File: src/hdl/mxn_pkg.sv
package mxn_pkg;

    localparam int MAX_NODES  = 16;
    localparam int EFF_MAX    = (MAX_NODES < 16) ? MAX_NODES : 16;
    localparam int QDEPTH     = 15;
    localparam int ADDR_WIDTH = 3;
    localparam int DATA_WIDTH = 32;

    typedef enum logic [1:0] {
        OP_REQUEST_CS  = 2'd0,
        OP_RELEASE_CS  = 2'd1,
        OP_RECV_REQUEST = 2'd2,
        OP_RECV_REPLY  = 2'd3
    } mxn_op_t;

    typedef enum logic [1:0] {
        KIND_REQUEST = 2'd0,
        KIND_REPLY   = 2'd1,
        KIND_ENTER   = 2'd2,
        KIND_REJECT  = 2'd3
    } mxn_kind_t;

    typedef enum logic [1:0] {
        NODE_IDLE       = 2'd0,
        NODE_REQUESTING = 2'd1,
        NODE_IN_CS      = 2'd2
    } mxn_node_state_t;

    typedef enum logic [1:0] {
        FSM_IDLE   = 2'd0,
        FSM_DECIDE = 2'd1,
        FSM_EMIT   = 2'd2
    } mxn_fsm_t;

    typedef enum logic [1:0] {
        DEC_NONE = 2'd0,
        DEC_ONE  = 2'd1,
        DEC_LOOP = 2'd2
    } mxn_dec_t;

    typedef enum logic {
        REG_NODE_ID    = 1'b0,
        REG_NODE_COUNT = 1'b1
    } mxn_reg_t;

    typedef struct packed {
        logic [1:0]  operation;
        logic [3:0]  peer;
        logic [31:0] timestamp;
    } mxn_in_t;

    typedef struct packed {
        logic [1:0]  kind;
        logic [3:0]  destination;
        logic [31:0] stamp;
        logic        last;
    } mxn_out_t;

    typedef struct packed {
        logic load_in;
        logic decide;
        logic step;
    } mxn_cmd_t;

    typedef struct packed {
        mxn_dec_t dec;
        logic     out_free;
        logic     at_self;
        logic     at_last;
    } mxn_sts_t;

    function automatic logic [31:0] sat_inc(input logic [31:0] v);
        return (v == 32'hFFFF_FFFF) ? v : v + 32'd1;
    endfunction

endpackage

File: src/hdl/mxn_ctrl.sv
module mxn_ctrl
    import mxn_pkg::*;
(
    input  logic     aclk,
    input  logic     aresetn,
    input  logic     s_valid,
    output logic     s_ready,
    input  mxn_sts_t sts,
    output mxn_cmd_t cmd
);

    mxn_fsm_t state_reg;
    mxn_fsm_t state_next;

    always_ff @(posedge aclk) begin
        if (!aresetn) begin
            state_reg <= FSM_IDLE;
        end else begin
            state_reg <= state_next;
        end
    end

    always_comb begin
        state_next = state_reg;
        s_ready    = 1'b0;
        cmd        = '0;
        unique case (state_reg)
            FSM_IDLE: begin
                s_ready = 1'b1;
                if (s_valid) begin
                    cmd.load_in = 1'b1;
                    state_next  = FSM_DECIDE;
                end
            end
            FSM_DECIDE: begin
                if (sts.out_free) begin
                    cmd.decide = 1'b1;
                    state_next = (sts.dec == DEC_LOOP) ? FSM_EMIT : FSM_IDLE;
                end
            end
            FSM_EMIT: begin
                if (sts.at_self) begin
                    cmd.step = 1'b1;
                end else if (sts.out_free) begin
                    cmd.step = 1'b1;
                    if (sts.at_last) begin
                        state_next = FSM_IDLE;
                    end
                end
            end
            default: begin
                state_next = FSM_IDLE;
            end
        endcase
    end

endmodule

File: src/hdl/mxn_dp.sv
module mxn_dp
    import mxn_pkg::*;
(
    input  logic       aclk,
    input  logic       aresetn,
    input  mxn_cmd_t   cmd,
    output mxn_sts_t   sts,
    input  logic [3:0] node_id,
    input  logic [4:0] node_count,
    input  mxn_in_t    s_data,
    output logic       m_valid,
    input  logic       m_ready,
    output mxn_out_t   m_data
);

    mxn_in_t         in_reg;
    logic [31:0]     clock_reg,     clock_next;
    mxn_node_state_t nstate_reg,    nstate_next;
    logic [31:0]     req_stamp_reg, req_stamp_next;
    logic [3:0]      reply_cnt_reg, reply_cnt_next;
    logic [3:0]      dcount_reg,    dcount_next;
    logic [3:0]      idx_reg,       idx_next;
    logic            m_valid_reg,   m_valid_next;
    mxn_out_t        m_data_reg,    m_data_next;
    logic [3:0]      queue_reg [QDEPTH];
    logic            q_we;

    logic [4:0]  n_eff;
    logic [4:0]  id_ext;
    logic [4:0]  last_req_idx;
    logic [31:0] clk_base;
    logic [31:0] clk_upd;
    logic [3:0]  rc_inc;
    logic        bad_peer;
    logic        rej_pre;
    logic        complete;
    logic        prio;
    logic        grant;
    logic        q_full;
    logic        is_req_loop;
    logic        out_free;
    mxn_dec_t    dec;
    mxn_out_t    one_item;
    mxn_out_t    loop_item;

    assign id_ext   = {1'b0, node_id};
    assign out_free = !m_valid_reg || m_ready;

    always_comb begin
        if (node_count < 5'd2) begin
            n_eff = 5'd2;
        end else if (node_count > 5'(EFF_MAX)) begin
            n_eff = 5'(EFF_MAX);
        end else begin
            n_eff = node_count;
        end
    end

    assign clk_base = (in_reg.operation[1] && (in_reg.timestamp > clock_reg)) ?
                      in_reg.timestamp : clock_reg;
    assign clk_upd  = sat_inc(clk_base);
    assign rc_inc   = reply_cnt_reg + 4'd1;
    assign complete = {1'b0, rc_inc} >= (n_eff - 5'd1);
    assign bad_peer = (in_reg.peer == node_id) || ({1'b0, in_reg.peer} >= n_eff);
    assign prio     = (in_reg.timestamp < req_stamp_reg) ||
                      ((in_reg.timestamp == req_stamp_reg) && (in_reg.peer < node_id));
    assign grant    = (nstate_reg == NODE_IDLE) ||
                      ((nstate_reg == NODE_REQUESTING) && prio);
    assign q_full   = dcount_reg == 4'(QDEPTH);

    always_comb begin
        unique case (in_reg.operation)
            OP_REQUEST_CS:   rej_pre = (nstate_reg != NODE_IDLE) || (id_ext >= n_eff);
            OP_RELEASE_CS:   rej_pre = nstate_reg != NODE_IN_CS;
            OP_RECV_REQUEST: rej_pre = bad_peer;
            OP_RECV_REPLY:   rej_pre = bad_peer || (nstate_reg != NODE_REQUESTING);
            default:         rej_pre = 1'b1;
        endcase
    end

    // decision and the single result of this item
    always_comb begin
        dec      = DEC_NONE;
        one_item = '{kind: KIND_REJECT, destination: node_id, stamp: clock_reg, last: 1'b1};
        if (!rej_pre) begin
            unique case (in_reg.operation)
                OP_REQUEST_CS: begin
                    dec = DEC_LOOP;
                end
                OP_RELEASE_CS: begin
                    dec = (dcount_reg == 4'd0) ? DEC_NONE : DEC_LOOP;
                end
                OP_RECV_REPLY: begin
                    if (complete) begin
                        dec = DEC_ONE;
                        one_item.kind  = KIND_ENTER;
                        one_item.stamp = clk_upd;
                    end
                end
                OP_RECV_REQUEST: begin
                    if (grant) begin
                        dec = DEC_ONE;
                        one_item.kind        = KIND_REPLY;
                        one_item.destination = in_reg.peer;
                        one_item.stamp       = clk_upd;
                    end else if (q_full) begin
                        dec = DEC_ONE;
                        one_item.stamp = clk_upd;
                    end
                end
                default: begin
                    dec = DEC_NONE;
                end
            endcase
        end else begin
            dec = DEC_ONE;
        end
    end

    // fan-out loop over node ids or queued requesters
    assign is_req_loop  = in_reg.operation == OP_REQUEST_CS;
    assign last_req_idx = (id_ext == n_eff - 5'd1) ? n_eff - 5'd2 : n_eff - 5'd1;

    always_comb begin
        sts.dec      = dec;
        sts.out_free = out_free;
        sts.at_self  = is_req_loop && (idx_reg == node_id);
        sts.at_last  = is_req_loop ? ({1'b0, idx_reg} == last_req_idx) :
                                     (idx_reg == dcount_reg - 4'd1);
    end

    always_comb begin
        loop_item.kind        = is_req_loop ? KIND_REQUEST : KIND_REPLY;
        loop_item.destination = is_req_loop ? idx_reg : queue_reg[idx_reg];
        loop_item.stamp       = clock_reg;
        loop_item.last        = sts.at_last;
    end

    always_comb begin
        clock_next     = clock_reg;
        nstate_next    = nstate_reg;
        req_stamp_next = req_stamp_reg;
        reply_cnt_next = reply_cnt_reg;
        dcount_next    = dcount_reg;
        idx_next       = idx_reg;
        m_data_next    = m_data_reg;
        m_valid_next   = m_valid_reg && !m_ready;
        q_we           = 1'b0;

        if (cmd.decide) begin
            idx_next = 4'd0;
            if (dec == DEC_ONE) begin
                m_data_next  = one_item;
                m_valid_next = 1'b1;
            end
            if (!rej_pre) begin
                clock_next = clk_upd;
                unique case (in_reg.operation)
                    OP_REQUEST_CS: begin
                        nstate_next    = NODE_REQUESTING;
                        req_stamp_next = clk_upd;
                        reply_cnt_next = 4'd0;
                    end
                    OP_RELEASE_CS: begin
                        nstate_next = NODE_IDLE;
                    end
                    OP_RECV_REPLY: begin
                        reply_cnt_next = rc_inc;
                        if (complete) begin
                            nstate_next = NODE_IN_CS;
                        end
                    end
                    OP_RECV_REQUEST: begin
                        if (!grant && !q_full) begin
                            q_we        = 1'b1;
                            dcount_next = dcount_reg + 4'd1;
                        end
                    end
                    default: begin
                        clock_next = clk_upd;
                    end
                endcase
            end
        end

        if (cmd.step) begin
            idx_next = idx_reg + 4'd1;
            if (!sts.at_self) begin
                m_data_next  = loop_item;
                m_valid_next = 1'b1;
                if (!is_req_loop && sts.at_last) begin
                    dcount_next = 4'd0;
                end
            end
        end
    end

    always_ff @(posedge aclk) begin
        if (!aresetn) begin
            clock_reg     <= '0;
            nstate_reg    <= NODE_IDLE;
            req_stamp_reg <= '0;
            reply_cnt_reg <= '0;
            dcount_reg    <= '0;
            idx_reg       <= '0;
            m_valid_reg   <= 1'b0;
        end else begin
            clock_reg     <= clock_next;
            nstate_reg    <= nstate_next;
            req_stamp_reg <= req_stamp_next;
            reply_cnt_reg <= reply_cnt_next;
            dcount_reg    <= dcount_next;
            idx_reg       <= idx_next;
            m_valid_reg   <= m_valid_next;
        end
    end

    always_ff @(posedge aclk) begin
        m_data_reg <= m_data_next;
        if (cmd.load_in) begin
            in_reg <= s_data;
        end
        if (q_we) begin
            queue_reg[dcount_reg] <= in_reg.peer;
        end
    end

    assign m_valid = m_valid_reg;
    assign m_data  = m_data_reg;

endmodule

File: src/hdl/mutual_exclusion_node_core.sv
// flow: an accepted item is registered, then decided once the output is free; a single
//   result goes to the output register, a request or release then emits from EMIT
// received messages: a new item is taken only after the last one is decided, at most one result each
// request: one REQUEST to every other node id below the effective node count
// release: one REPLY per cycle from the deferred fifo while the output is free
// reset: synchronous, active low; clears clock, node state and counters, not the fifo
module mutual_exclusion_node_core
    import mxn_pkg::*;
(
    input  logic                  aclk,
    input  logic                  aresetn,
    input  logic                  s_valid,
    output logic                  s_ready,
    input  mxn_in_t               s_data,
    output logic                  m_valid,
    input  logic                  m_ready,
    output mxn_out_t              m_data,
    input  logic                  psel,
    input  logic                  penable,
    input  logic                  pwrite,
    input  logic [ADDR_WIDTH-1:0] paddr,
    input  logic [DATA_WIDTH-1:0] pwdata,
    output logic [DATA_WIDTH-1:0] prdata,
    output logic                  pready
);

    logic [3:0] node_id_reg,    node_id_next;
    logic [4:0] node_count_reg, node_count_next;
    mxn_reg_t   reg_sel;
    logic       cfg_wr;
    mxn_cmd_t   cmd;
    mxn_sts_t   sts;

    assign pready  = 1'b1;
    assign cfg_wr  = psel && penable && pwrite;
    assign reg_sel = mxn_reg_t'(paddr[2]);

    always_comb begin
        node_id_next    = node_id_reg;
        node_count_next = node_count_reg;
        if (cfg_wr) begin
            unique case (reg_sel)
                REG_NODE_ID:    node_id_next    = pwdata[3:0];
                REG_NODE_COUNT: node_count_next = pwdata[4:0];
                default:        node_id_next    = node_id_reg;
            endcase
        end
    end

    always_comb begin
        unique case (reg_sel)
            REG_NODE_ID:    prdata = {{(DATA_WIDTH-4){1'b0}}, node_id_reg};
            REG_NODE_COUNT: prdata = {{(DATA_WIDTH-5){1'b0}}, node_count_reg};
            default:        prdata = '0;
        endcase
    end

    always_ff @(posedge aclk) begin
        if (!aresetn) begin
            node_id_reg    <= 4'd0;
            node_count_reg <= 5'd2;
        end else begin
            node_id_reg    <= node_id_next;
            node_count_reg <= node_count_next;
        end
    end

    mxn_ctrl u_ctrl (
        .aclk    (aclk),
        .aresetn (aresetn),
        .s_valid (s_valid),
        .s_ready (s_ready),
        .sts     (sts),
        .cmd     (cmd)
    );

    mxn_dp u_dp (
        .aclk       (aclk),
        .aresetn    (aresetn),
        .cmd        (cmd),
        .sts        (sts),
        .node_id    (node_id_reg),
        .node_count (node_count_reg),
        .s_data     (s_data),
        .m_valid    (m_valid),
        .m_ready    (m_ready),
        .m_data     (m_data)
    );

endmodule
File: config.mk
export PLATFORM = sky130hd
export DESIGN_NAME = mutual_exclusion_node_core
export DESIGN_NICKNAME = d
export VERILOG_FILES = /design/src/hdl/mxn_pkg.sv /design/src/hdl/mxn_ctrl.sv /design/src/hdl/mxn_dp.sv /design/src/hdl/mutual_exclusion_node_core.sv
export SDC_FILE = /design/constraint.sdc
export NUM_CORES = 1
export LEC_CHECK = 0
export ABC_AREA = 1
export BUFFER_PORTS_ARGS = -buffer_cell sky130_fd_sc_hd__buf_2
export CORE_MARGIN = 2
export CORE_UTILIZATION = 34
export CTS_CLUSTER_DIAMETER = 150
export DETAILED_ROUTE_END_ITERATION = 8
export HOLD_SLACK_MARGIN = 0.06
export PLACE_DENSITY_LB_ADDON = 0.1
export SYNTH_ARGS = -nofsm -noshare
export SYNTH_HDL_FRONTEND = slang
export SYNTH_HIERARCHICAL = 1
export SYNTH_SLANG_ARGS = --single-unit
File: constraint.sdc
create_clock -name aclk -period 4.55 [get_ports aclk]
set_clock_uncertainty 0.15 [all_clocks]
set_input_delay 0.2275 -clock aclk [delete_from_list [all_inputs] [get_ports aclk]]
set_output_delay 0.2275 -clock aclk [all_outputs]
set_load 0.05 [all_outputs]
# Word-level counts from Yosys, hierarchy flattened
# Memory sizes are Yosys's and may differ from the RTL's. A register that Yosys moved wholly into a read port is not among the register bits.
# Index checks and enable logic that the tools add are counted.
[totals]
ff_bits = 167
ramBits = 60
in_bits = 80
output_inout_bits = 74
elab_cells = 161
mem_count = 1
[memory_table]
columns = ["memory", "depth", "width", "read_ports", "rd_clocked_by_memory_dff", "write_ports", "line_no", "text"]
rows = [
  ["u_dp.queue_reg", 15, 4, 1, 1, 1, "mxn_dp.sv:25", "logic [3:0] queue_reg [QDEPTH];"],
]
[op_classes]
add_sub_neg = 7
magnitude_cmp = 8
eq_ne = 24
muxes = 67
bitwise = 2
reduce_logical = 35
[ops]
columns = ["op", "count"]
rows = [
  ["32-bit two-way mux", 5],
  ["39-bit two-way mux", 4],
  ["32-bit case mux with 2 select lines", 2],
  ["4-bit two-way mux", 13],
  ["38-bit two-way mux", 1],
  ["32-bit by 1-bit adder with 32-bit output (second input constant)", 1],
  ["32-bit equality test", 1],
  ["32-bit equality test (second input constant)", 1],
  ["32-bit greater-than comparator", 1],
  ["32-bit less-than comparator", 1],
  ["1-bit two-way mux", 22],
  ["2-bit two-way mux", 10],
  ["4-bit by 5-bit >= comparator with 1-bit output", 3],
  ["5-bit two-way mux", 3],
  ["4-bit by 1-bit adder with 4-bit output (second input constant)", 3],
  ["4-bit equality test", 3],
  ["2-bit case mux with 3 select lines", 2],
  ["4-bit by 5-bit equality test with 1-bit output", 2],
  ["2-bit by 1-bit inequality test with 1-bit output (second input constant)", 5],
  ["1-bit logical AND", 9],
  ["2-bit by 1-bit equality test with 1-bit output (second input constant)", 4],
  ["2-bit equality test (second input constant)", 4],
  ["2-bit case mux with 4 select lines", 1],
  ["4-bit case mux with 2 select lines", 1],
  ["other kinds (22)", 41],
]

# Depth between registers and ports, before layout
# Gate-level depths: netlist of run 1.
[logic_depth]
ltp_word = 14
mapped_depth = 32

# Cells and area by module
# Netlist of run 1, hierarchy kept.
[by_module_without_submodules]
columns = ["mod", "n_inst", "cells_each", "area_per_inst_um2"]
rows = [
  ["mxn_dp", 1, 1817, 13420.4],
  ["mutual_exclusion_node_core", 1, 102, 676.9],
  ["mxn_ctrl", 1, 29, 158.9],
]

# Least setup slack after synthesis of run 1
# Ideal clock, no wire load.
[synth_timing]
kind = "flip-flop to flip-flop"
from = "register u_dp/in_reg[31] (netlist bit)"
to = "register u_dp.m_data_reg, in the netlist u_dp/m_data[5]"
arrival_time_ns = 3.165
t_required_ns = 4.330
path_slack_ns = 1.165
path_stages_with_launch = 26
n_path_buf = 3
synth_period_minus_slack_ns = 3.385
path_cell_list = "edfxtp_1 > ha_1 > nand2_1 > nor2_1 > nand2_1 > nor2_1 > nand2_1 > nand2_2 > nand2_2 > buf_6 > buf_6 > nand2_1 > o21ai_2 > inv_2 > ha_1 > inv_1 > nor2_2 > nand2_2 > nor2_8 > nand3_4 > buf_6 > o21ai_2 > nand2_2 > o21ai_2 > nand2_1 > a21oi_1"
[synth_lines]
columns = ["item", "line_no", "text"]
rows = [
  ["start, declared", "mxn_dp.sv:16", "mxn_in_t in_reg;"],
  ["start signal, assigned", "mxn_dp.sv:221", "in_reg <= s_data;"],
  ["end signal, assigned", "mxn_dp.sv:219", "m_data_reg <= m_data_next;"],
  ["end, declared", "mxn_dp.sv:24", "mxn_out_t m_data_reg, m_data_next;"],
]

==> flow_metrics.tcl, run 1 <==
set metrics [dict create \
    status "finished clean" \
    timing.final.crit_share_pct 88.8 \
    clock_latency_ns 0.56 \
    slew_viol_final 0 \
    synth_fa_ha_area_share_pct 8.34 \
    cts-htree-levels 1 \
    synthesis.yosys.warnings 6 \
    antennaDiodeCount 0 \
    io_pins 154 \
    yosysSeqAreaShare_pct 39.3 \
    end_kind "flip-flop" \
    synthCells 1948 \
    initial_utilization_pct 34.2 \
    core_area_sq_um 41700 \
    design.die.area_sq_um 43600 \
    nFillCells 4376 \
    hold_depth 5 \
    peakVddDrop_mv 0.313 \
    dr.pass1.iters 5 \
    multi_input_area_sq_um 7250 \
    yosys.area_share.simple_pct 25.4 \
    nNetsFinal 2277 \
    p_leak_nw 7.66 \
    row_count 75 \
    syn-cell-area_sq_um 14300 \
    netlist.area_leader.share_pct 20.6 \
    cts_root_buf "clkbuf_16" \
    antenna_found_initial 0 \
    track_usage_pct 20.6 \
    vias 12900 \
    slowest_stage "edfxtp_1" \
    powerDensity_nw_per_um2 430 \
    post-synth-top-area-cell "edfxtp_1" \
    fmax_mhz 247 \
    synth_cell_types 49 \
    holdCritStartpoint "paddr[2]" \
    min_period_ns 4.04 \
    largest_reg_flops 60 \
    crit_top_cell "nand2_1" \
    grt_pass1_vias 12400 \
    final_antenna_net_count 0 \
    worst_slew_pin_slew_ns 1.01 \
    routed_via_density 4.84 \
    grt_pass1_wl_microns 70600 \
    crit_path_start_kind "flip-flop" \
    slew_headroom_pct 32.7 \
    final-seq-area_sq_um 5610 \
    arrival_ns 4.38 \
    holdWs_ns 0.121 \
    p_switching_mw 2.81 \
    yosys-top-cells-count "492 x nand2_1, 238 x inv_1, 201 x a21oi_1" \
    worstHoldEndpoint "node_id_reg[2]" \
    final_hold_viol_count 0 \
    cts_buffer_depth 3 \
    async_reset_ff_share_pct 0 \
    final.setup.tns_ns 0 \
    wl_per_cell_microns 17.1 \
    critPathBufInv 3 \
    maxCapViolCount 0 \
    dp_hpwl_microns 32900 \
    synth-compound-area-share_pct 14.4 \
    die_y_microns 209 \
    combinationalPowerShare_pct 32.5 \
    syn_avg_cell_area_sq_um 7.32 \
    hp-class "input pin to flip-flop" \
    total_power_mw 7.25 \
    drive_gt1_share_pct 11.1 \
    synth_top_family_by_area "simple AND/OR/NAND/NOR gates" \
    rsz0062_at_grt "no" \
    required_ns 4.89 \
    max_stage_delay_ns 0.45 \
    synth.area.top_cells "edfxtp_1 21%, dfxtp_1 19%, nand2_1 13%, ha_1 8.3%, a21oi_1 7.1%" \
    overflow 0 \
    critPathMaxFanout 20 \
    internal-power_mw 4.44 \
    worst_slack_ns 0.509 \
    clkPwrFrac_pct 31.1 \
    r2r_end "u_dp/m_data[26]" \
    reg2reg_depth 23 \
    r2r_start "u_dp/in_reg[19]" \
    drt_wl_total_microns 45600 \
    cts.sinks 231 \
    grt_max_degree 47 \
    synth_mux_area_share_pct 0 \
    crit_path_start "u_dp/in_reg[19]" \
    place_ws_ns 0.380 \
    synth_most_common_cell "nand2_1" \
    drc_errors 0 \
    synth_edf_count 98 \
    drt_iter0_markers 748 \
    gp_congestion 0.932 \
    io_buffers 96 \
    ys_ff_latch 231 \
    ys.flop_type "dfxtp_1" \
    setup_viol 0 \
    critPathKind "flip-flop to flip-flop" \
    rrSetupSlack_ns 0.51 \
    seq_power_share_pct 36.5 \
    fp.dieW_microns 209 \
    p_sw_share_pct 38.8 \
    cts.reportedPaths.clkPinSlew_ns 0.06 \
    area_growth_pct 18.3 \
    cts_tree "done" \
    crit_family "simple AND/OR/NAND/NOR gates" \
    cts_buffers 27 \
    critical_path.cell_chain "ha_1, a21oi_1, nand2_1, nand2_1, nand3_1, a21oi_2, nand2_4, nand2_2, buf_4, nand2_1, nand2_1, ha_1, inv_1, nor2_2, nand2_2, nor2_8, nand3_4, buf_12, nand2_1, nand2_1, nand2_1, nand2_1, a21oi_1" \
    fin_util_pct 40.5 \
    synth_xor_area_share_pct 1.72 \
]
==> cell type report <==
class                   count  area share [%]
repair buffers            201            8.86
well taps                 539            4.00
flip-flops and latches    231            33.2
multi-input cells        1393            43.0
inverters                 248            5.52
clock buffers              43            4.66
clock inverters             7           0.712
==> metrics by stage <==
stage	cells	cell area, sq um
final	2662	16900
after global routing	2662	16900
after CTS	2662	16800
after detailed placement	2547	15300
after global placement	2547	15300
after floorplan	1974	14400
==> metal layers <==
metal / GRT usage [%] / part of all wire, %
met1: 26.2 / 45
met2: 37.0 / 49
met3: 2.40 / 4.1
met4: 5.62 / 2.2
met5: 0 / 0
==> worst max-delay path by stage <==
stage | to | slack (ns) | cells past startpoint
global route | u_dp/m_data[26] | 0.12 | 24
CTS | u_dp/m_data[26] | 0.35 | 23
detailed placement | u_dp/m_data[26] | 0.38 | 23
floorplan | u_dp/m_data[5] | 1.16 | 25
finish | u_dp/m_data[26] | 0.51 | 23
global placement | u_dp/m_data[26] | 0.42 | 23
==> logic make-up (layout without fill, tap and decap cells) <==
family,after synthesis,count (layout)
and+or+nand+nor,858,858
AOI/OAI and AO/OA,384,384
buffers and inverters,350,499
DFF,231,231
adders and majority gates,95,95
xor gates and xnor gates,28,28
other,2,28
==> power by group through the flow <==
stage / Combinational (mW) / Clock, mW / Sequential [mW]
after floorplan: 1.12 / 0 / 3.22
after global placement: 2.30 / 0 / 2.69
final: 2.35 / 2.25 / 2.64
after global routing: 2.57 / 2.40 / 2.67
after detailed placement: 2.31 / 0 / 2.69
after CTS: 2.36 / 2.32 / 2.65
==> cells in the final DEF, fill, tap and decap left out, drive strengths merged, types with 2 or more instances in the layout <==
cell type,count
dfxtp,133
a311oi,4
xnor2,4
clkinv,5
nor3,9
conb,28
nand3b,16
a31oi,4
o21a,4
a21boi,2
clkbuf,43
ha,95
xor2,24
nand4,14
a21o,2
bufinv,3
nor4,2
edfxtp,98
o22ai,13
o2111ai,2
o211ai,12
nor2,218
nand2,509
nand3,86
a211oi,6
buf,136
a21oi,201
inv,246
o21ai,129
dlygate4sd3,65
==> timing repair <==
action,in CTS,in global routing
hold endpoints to repair,59,0
endpoints found under the setup margin,0,10
setup buffers,0,0
hold buffers,65,0
resized for setup,0,3
==> tightest hold or removal path, cell delays in order <==
cell	delay [ns]
buf_2	0.18
inv_2	0.18
nand3_1	0.10
nand2_1	0.07
nor2_1	0.04
Power figures use the tool's default switching activity.
==> inputs of run 2 (changes only) <==
--- a/config.mk
+++ b/config.mk
@@ -14,4 +14,5 @@
 export HOLD_SLACK_MARGIN = 0.06
 export PLACE_DENSITY_LB_ADDON = 0.1
+export REMOVE_ABC_BUFFERS = 1
 export SYNTH_ARGS = -nofsm -noshare
 export SYNTH_HDL_FRONTEND = slang
--- a/constraint.sdc
+++ b/constraint.sdc
@@ -3,3 +3,3 @@
 set_input_delay 0.2275 -clock aclk [delete_from_list [all_inputs] [get_ports aclk]]
 set_output_delay 0.2275 -clock aclk [all_outputs]
-set_load 0.05 [all_outputs]
+set_load 0.02 [all_outputs]
==> flow_metrics.tcl, run 2 (synthesis gave the netlist of run 1 again) <==
set metrics [dict create \
    status "finished clean" \
    worst_slew_pin_slew_ns 0.928 \
    multi_input_area_sq_um 7250 \
    wl_met3_microns 1480 \
    nNetsFinal 2290 \
    drive_gt1_share_pct 11.9 \
    drt_wl_total_microns 45200 \
    core_area_sq_um 41700 \
    io_buffers 96 \
    holdCritStartpoint "s_data[37]" \
    maxCapViolCount 0 \
    dr.pass1.iters 5 \
    layout_commonest_cell "nand2_1" \
    post_cts_buffers 0 \
    powerDensity_nw_per_um2 408 \
    end_kind "flip-flop" \
    routed_via_density 4.87 \
    cts_buffer_depth 3 \
    cts_root_buf "clkbuf_16" \
    r2r_start "u_dp/in_reg[26]" \
    min_period_ns 4.13 \
    max_stage_delay_ns 0.45 \
    crit_path_start_kind "flip-flop" \
    vias 13000 \
    critical_path.cell_chain "ha_1, nand2_1, nor2_1, nand2_1, nor2_1, nand2_1, nand2_2, buf_4, nand3_1, nand2_1, ha_1, inv_1, nor2_2, buf_4, inv_1, nor2_1, xor2_1, nand2_1, nand2_1, nand2_1, nand2_1, a21oi_1" \
    cts_tree "done" \
    cts.sinks 231 \
    required_ns 4.86 \
    final-seq-area_sq_um 5610 \
    overflow 0 \
    slew_headroom_pct 38.1 \
    rrSetupSlack_ns 0.42 \
    hold_depth 2 \
    row_count 75 \
    slowest_stage "edfxtp_1" \
    critPathKind "flip-flop to flip-flop" \
    grt_pass1_wl_microns 71400 \
    final_hold_viol_count 0 \
    largest_reg_flops 60 \
    hp-class "input pin to flip-flop" \
    r2r_end "u_dp/m_data[13]" \
    dr.max_layer_used "met4" \
    fp.dieW_microns 209 \
    track_usage_pct 20.8 \
    rsz0062_at_grt "no" \
    peakVddDrop_mv 0.295 \
    layout_common_cells "490 x nand2_1, 236 x inv_1, 198 x a21oi_1, 197 x nor2_1, 133 x dfxtp_1" \
    drt_iter0_markers 751 \
    cts_buffers 29 \
    initial_utilization_pct 34.2 \
    timing.final.crit_share_pct 90.7 \
    final_antenna_net_count 0 \
    crit_top_cell "nand2_1" \
    io_pins 154 \
    p_leak_nw 7.76 \
    design.die.area_sq_um 43600 \
    antenna_found_initial 0 \
    grt_pass1_vias 12700 \
    grt_max_degree 59 \
    arrival_ns 4.43 \
    clock_latency_ns 0.59 \
    area_growth_pct 19.3 \
    setup_viol 0 \
    nFillCells 4390 \
    crit_family "simple AND/OR/NAND/NOR gates" \
    critPathMaxFanout 27 \
    antennaDiodeCount 0 \
    wl_met2_microns 21900 \
    cts-htree-levels 1 \
    dp_hpwl_microns 32600 \
    worst_slack_ns 0.424 \
    fin_util_pct 40.8 \
    wl_per_cell_microns 16.9 \
    fmax_mhz 242 \
    place_ws_ns 0.421 \
    cts.reportedPaths.clkPinSlew_ns 0.07 \
    critPathBufInv 4 \
    drc_errors 0 \
    worstHoldEndpoint "u_dp/in_reg[37]" \
    slew_viol_final 0 \
    wl_met1_microns 20800 \
    gp_congestion 0.930 \
    reg2reg_depth 22 \
    die_y_microns 209 \
]
[run 2: changes by cell type in the layout (fill, tap and decap cells not counted), sizes merged]
cell	change
buf	+6
bufinv	+1
clkbuf	-11
clkinv	+9
clkinvlp	+1
dlygate4sd3	+5
inv	+2
[run 2: what timing repair did]
item | 4_1_cts | 5_1_grt
gates resized for setup | 0 | 1
hold buffers | 70 | 0
endpoints found under the hold margin | 61 | 0
endpoints found under the setup margin | 0 | 1
[run 2: worst max path at each step]
stage                     depth (start not counted)               to          startpoint  slack, ns
after floorplan                                  21   u_dp/m_data[3]     u_dp/in_reg[15]      -1.44
after global placement                           22  u_dp/m_data[32]     u_dp/in_reg[27]       0.46
after detailed placement                         23  u_dp/m_data[32]     u_dp/in_reg[19]       0.42
after CTS                                        25  u_dp/m_data[29]     u_dp/in_reg[19]       0.40
after global routing                             23   u_dp/m_data[9]  u_dp/clock_reg[31]       0.06
final                                            22  u_dp/m_data[13]     u_dp/in_reg[26]       0.42
[run 2: report_power, final]
group	internal, mW	leakage [nW]	switching [mW]
registers	2.43	1.99	0.197
logic	0.654	5.28	1.27
clock network	1.43	0.492	0.962
[run 2: cell type report]
class | instances | share of cell area [%]
clock buffer | 32 | 4.45
clock inverter | 20 | 1.38
timing repair buffer | 212 | 9.19
inverter | 248 | 5.47
tap | 539 | 3.96
sequential | 231 | 32.9
multi-input combinational | 1393 | 42.6
[run 2: worst register-to-register path, cell delays in order (launching register included)]
cell and delay (ns):
edfxtp_1 0.45, ha_1 0.32, nand2_1 0.07, nor2_1 0.19
nand2_1 0.10, nor2_1 0.38, nand2_1 0.13, nand2_2 0.10
buf_4 0.32, nand3_1 0.12, nand2_1 0.11, ha_1 0.17
inv_1 0.09, nor2_2 0.15, buf_4 0.16, inv_1 0.06
nor2_1 0.37, xor2_1 0.20, nand2_1 0.11, nand2_1 0.07
nand2_1 0.04, nand2_1 0.08, a21oi_1 0.07
[run 2: layer usage]
metal	global-route usage (%)	vias up
li1	-	6646
met1	27.1	6101
met2	36.6	232
met3	2.46	60
met4	5.00	0
met5	0	-
[run 2: per-stage QoR]
step	hold slack, ns	std cells	TNS, ns	power, mW	area (sq um)
floorplan	0.162	1872	-120.91	3.83	13800
global placement	0.254	2553	0	4.55	15300
detailed placement	0.256	2553	0	4.57	15300
CTS	0.176	2675	0	7.05	17000
global route	0.196	2675	0	7.37	17000
finish	0.205	2675	0	6.95	17000
==> inputs of run 3 (changes only) <==
GPL_TIMING_DRIVEN = 1   (was not set)
MAX_ROUTING_LAYER = met4   (was not set)
clock period = 5.1 ns   (was 4.55 ns; I/O delays follow)
==> flow_metrics.tcl, run 3 (synthesis gave the netlist of run 1 again) <==
set metrics [dict create \
    grt_pass1_vias 12500 \
    setup_viol 0 \
    overflow 0 \
    clock_latency_ns 0.57 \
    r2r_start "u_dp/in_reg[15]" \
    cts_buffers 27 \
    io_pins 154 \
    worst_slack_ns 0.663 \
    combinationalPowerShare_pct 27.7 \
    dp.cells 2534 \
    antenna_found_initial 0 \
    slew_headroom_pct 35.2 \
    final_antenna_net_count 0 \
    core_area_sq_um 41700 \
    internal-power_mw 3.99 \
    required_ns 5.46 \
    final_hold_viol_count 0 \
    critPathKind "flip-flop to flip-flop" \
    vias 12800 \
    drive_gt1_share_pct 10.7 \
    place_ws_ns 0.611 \
    crit_path_start_kind "flip-flop" \
    maxCapViolCount 0 \
    clkPwrFrac_pct 33.9 \
    area_growth_pct 17.6 \
    final_cells 2649 \
    drt_wl_total_microns 44800 \
    post_cts_buffers 0 \
    p_switching_mw 2.11 \
    routed_via_density 4.84 \
    io_buffers 96 \
    grt_pass1_wl_microns 70000 \
    track_usage_pct 21.1 \
    gp_congestion 0.888 \
    antennaDiodeCount 0 \
    row_count 75 \
    cts_tree "done" \
    timing.final.crit_share_pct 87.0 \
    layout_commonest_cell "nand2_1" \
    end_kind "flip-flop" \
    status "finished clean" \
    dp_hpwl_microns 31900 \
    postCtsHoldBufs 65 \
    seq_power_share_pct 38.4 \
    fp.dieW_microns 209 \
    drt_iter0_markers 764 \
    fmax_mhz 225 \
    cts_buffer_depth 3 \
    hp-class "input pin to flip-flop" \
    cts.sinks 231 \
    dr.pass1.iters 5 \
    min_period_ns 4.44 \
    p_leak_nw 7.60 \
    cts_resized 0 \
    nFillCells 4408 \
    p_sw_share_pct 34.6 \
    cts.reportedPaths.clkPinSlew_ns 0.06 \
    worst_slew_pin_slew_ns 0.970 \
    rsz0062_at_grt "no" \
    critPathMaxFanout 46 \
    drc_errors 0 \
    cts_root_buf "clkbuf_16" \
    powerDensity_nw_per_um2 364 \
    layout_common_cells "490 x nand2_1, 236 x inv_1, 199 x a21oi_1, 197 x nor2_1, 133 x dfxtp_1" \
    grt_max_degree 66 \
    nNetsFinal 2264 \
    largest_reg_flops 60 \
    arrival_ns 4.79 \
    holdWs_ns 0.143 \
    cts-htree-levels 1 \
    slew_viol_final 0 \
    design.die.area_sq_um 43600 \
    peakVddDrop_mv 0.244 \
    wl_per_cell_microns 16.9 \
    crit_path_start "u_dp/in_reg[15]" \
    placed_cell_area_sq_um 15200 \
    initial_utilization_pct 34.2 \
    holdCritStartpoint "paddr[2]" \
    design_area_sq_um 16800 \
    die_y_microns 209 \
]
-- run 3: changes by cell type in the layout (fill, tap and decap cells not counted), moves of 2 or more --
cell and delta:
clkinv_1 +4, clkbuf_16 -2, dlygate4sd3_1 -5, inv_6 -2, clkinv_4 -2, clkinv_2 -5
buf_4 -18, clkbuf_1 +3
-- run 3: power groups by stage --
stage | Combinational (mW) | Sequential, mW | Clock, mW
2_1_floorplan | 0.884 | 2.53 | 0
3_3_place_gp | 1.66 | 2.38 | 0
3_5_place_dp | 1.66 | 2.39 | 0
4_1_cts | 1.71 | 2.35 | 2.14
5_1_grt | 1.89 | 2.38 | 2.21
6_report | 1.69 | 2.35 | 2.07
-- run 3: worst max-delay path, stage by stage, from the launching register on --
cell and delay (ns):
edfxtp_1 0.45, ha_1 0.35, nand2_1 0.10, nor2_1 0.06
nand2_1 0.14, nor2_1 0.13, a21oi_4 0.17, buf_4 0.49
nand3_1 0.13, nand2_1 0.11, ha_1 0.25, inv_1 0.12
nor2_2 0.29, nand2_2 0.16, nor2_8 0.18, nand3_4 0.38
o21ai_1 0.35, nand2_1 0.08, o21ai_0 0.08, nand2_1 0.06
a21oi_1 0.11
-- run 3: stage by stage --
stage	power, mW	TNS [ns]	utilization (%)
6_report	6.11	0	40.2
5_1_grt	6.48	0	40.2
3_5_place_dp	4.05	0	36.4
2_1_floorplan	3.41	-68.11	-
3_3_place_gp	4.04	0	36.4
4_1_cts	6.19	0	40.2
-- run 3: per-layer routing --
layer  track usage, %  share of wire (%)  vias to the layer above
li1                 -                  -                     6588
met1             26.6                 46                     5891
met2             35.6                 47                      264
met3             2.33                3.7                       72
met4             6.28                3.0                        0
met5                -                  0                        -
-- run 3: layout make-up --
cell class | instances | area [sq um] | share of cell area, %
clock inverter | 17 | 228 | 1.36
timing repair buffer | 188 | 1360 | 8.11
inverter | 248 | 931 | 5.55
multi-input combinational | 1393 | 7240 | 43.2
clock buffer | 33 | 718 | 4.29
tap | 539 | 674 | 4.02
sequential | 231 | 5610 | 33.4
-- run 3: worst paths after layout --
| path | to | cells past startpoint | slack [ns] |
|---|---|---|---|
| max | u_dp/m_data[3] | 20 | 0.66 |
| min | node_id_reg[2] | 5 | 0.14 |
| max reg2reg | u_dp/m_data[3] | 20 | 0.66 |
| min reg2reg | u_dp/m_data[10] | 2 | 0.33 |
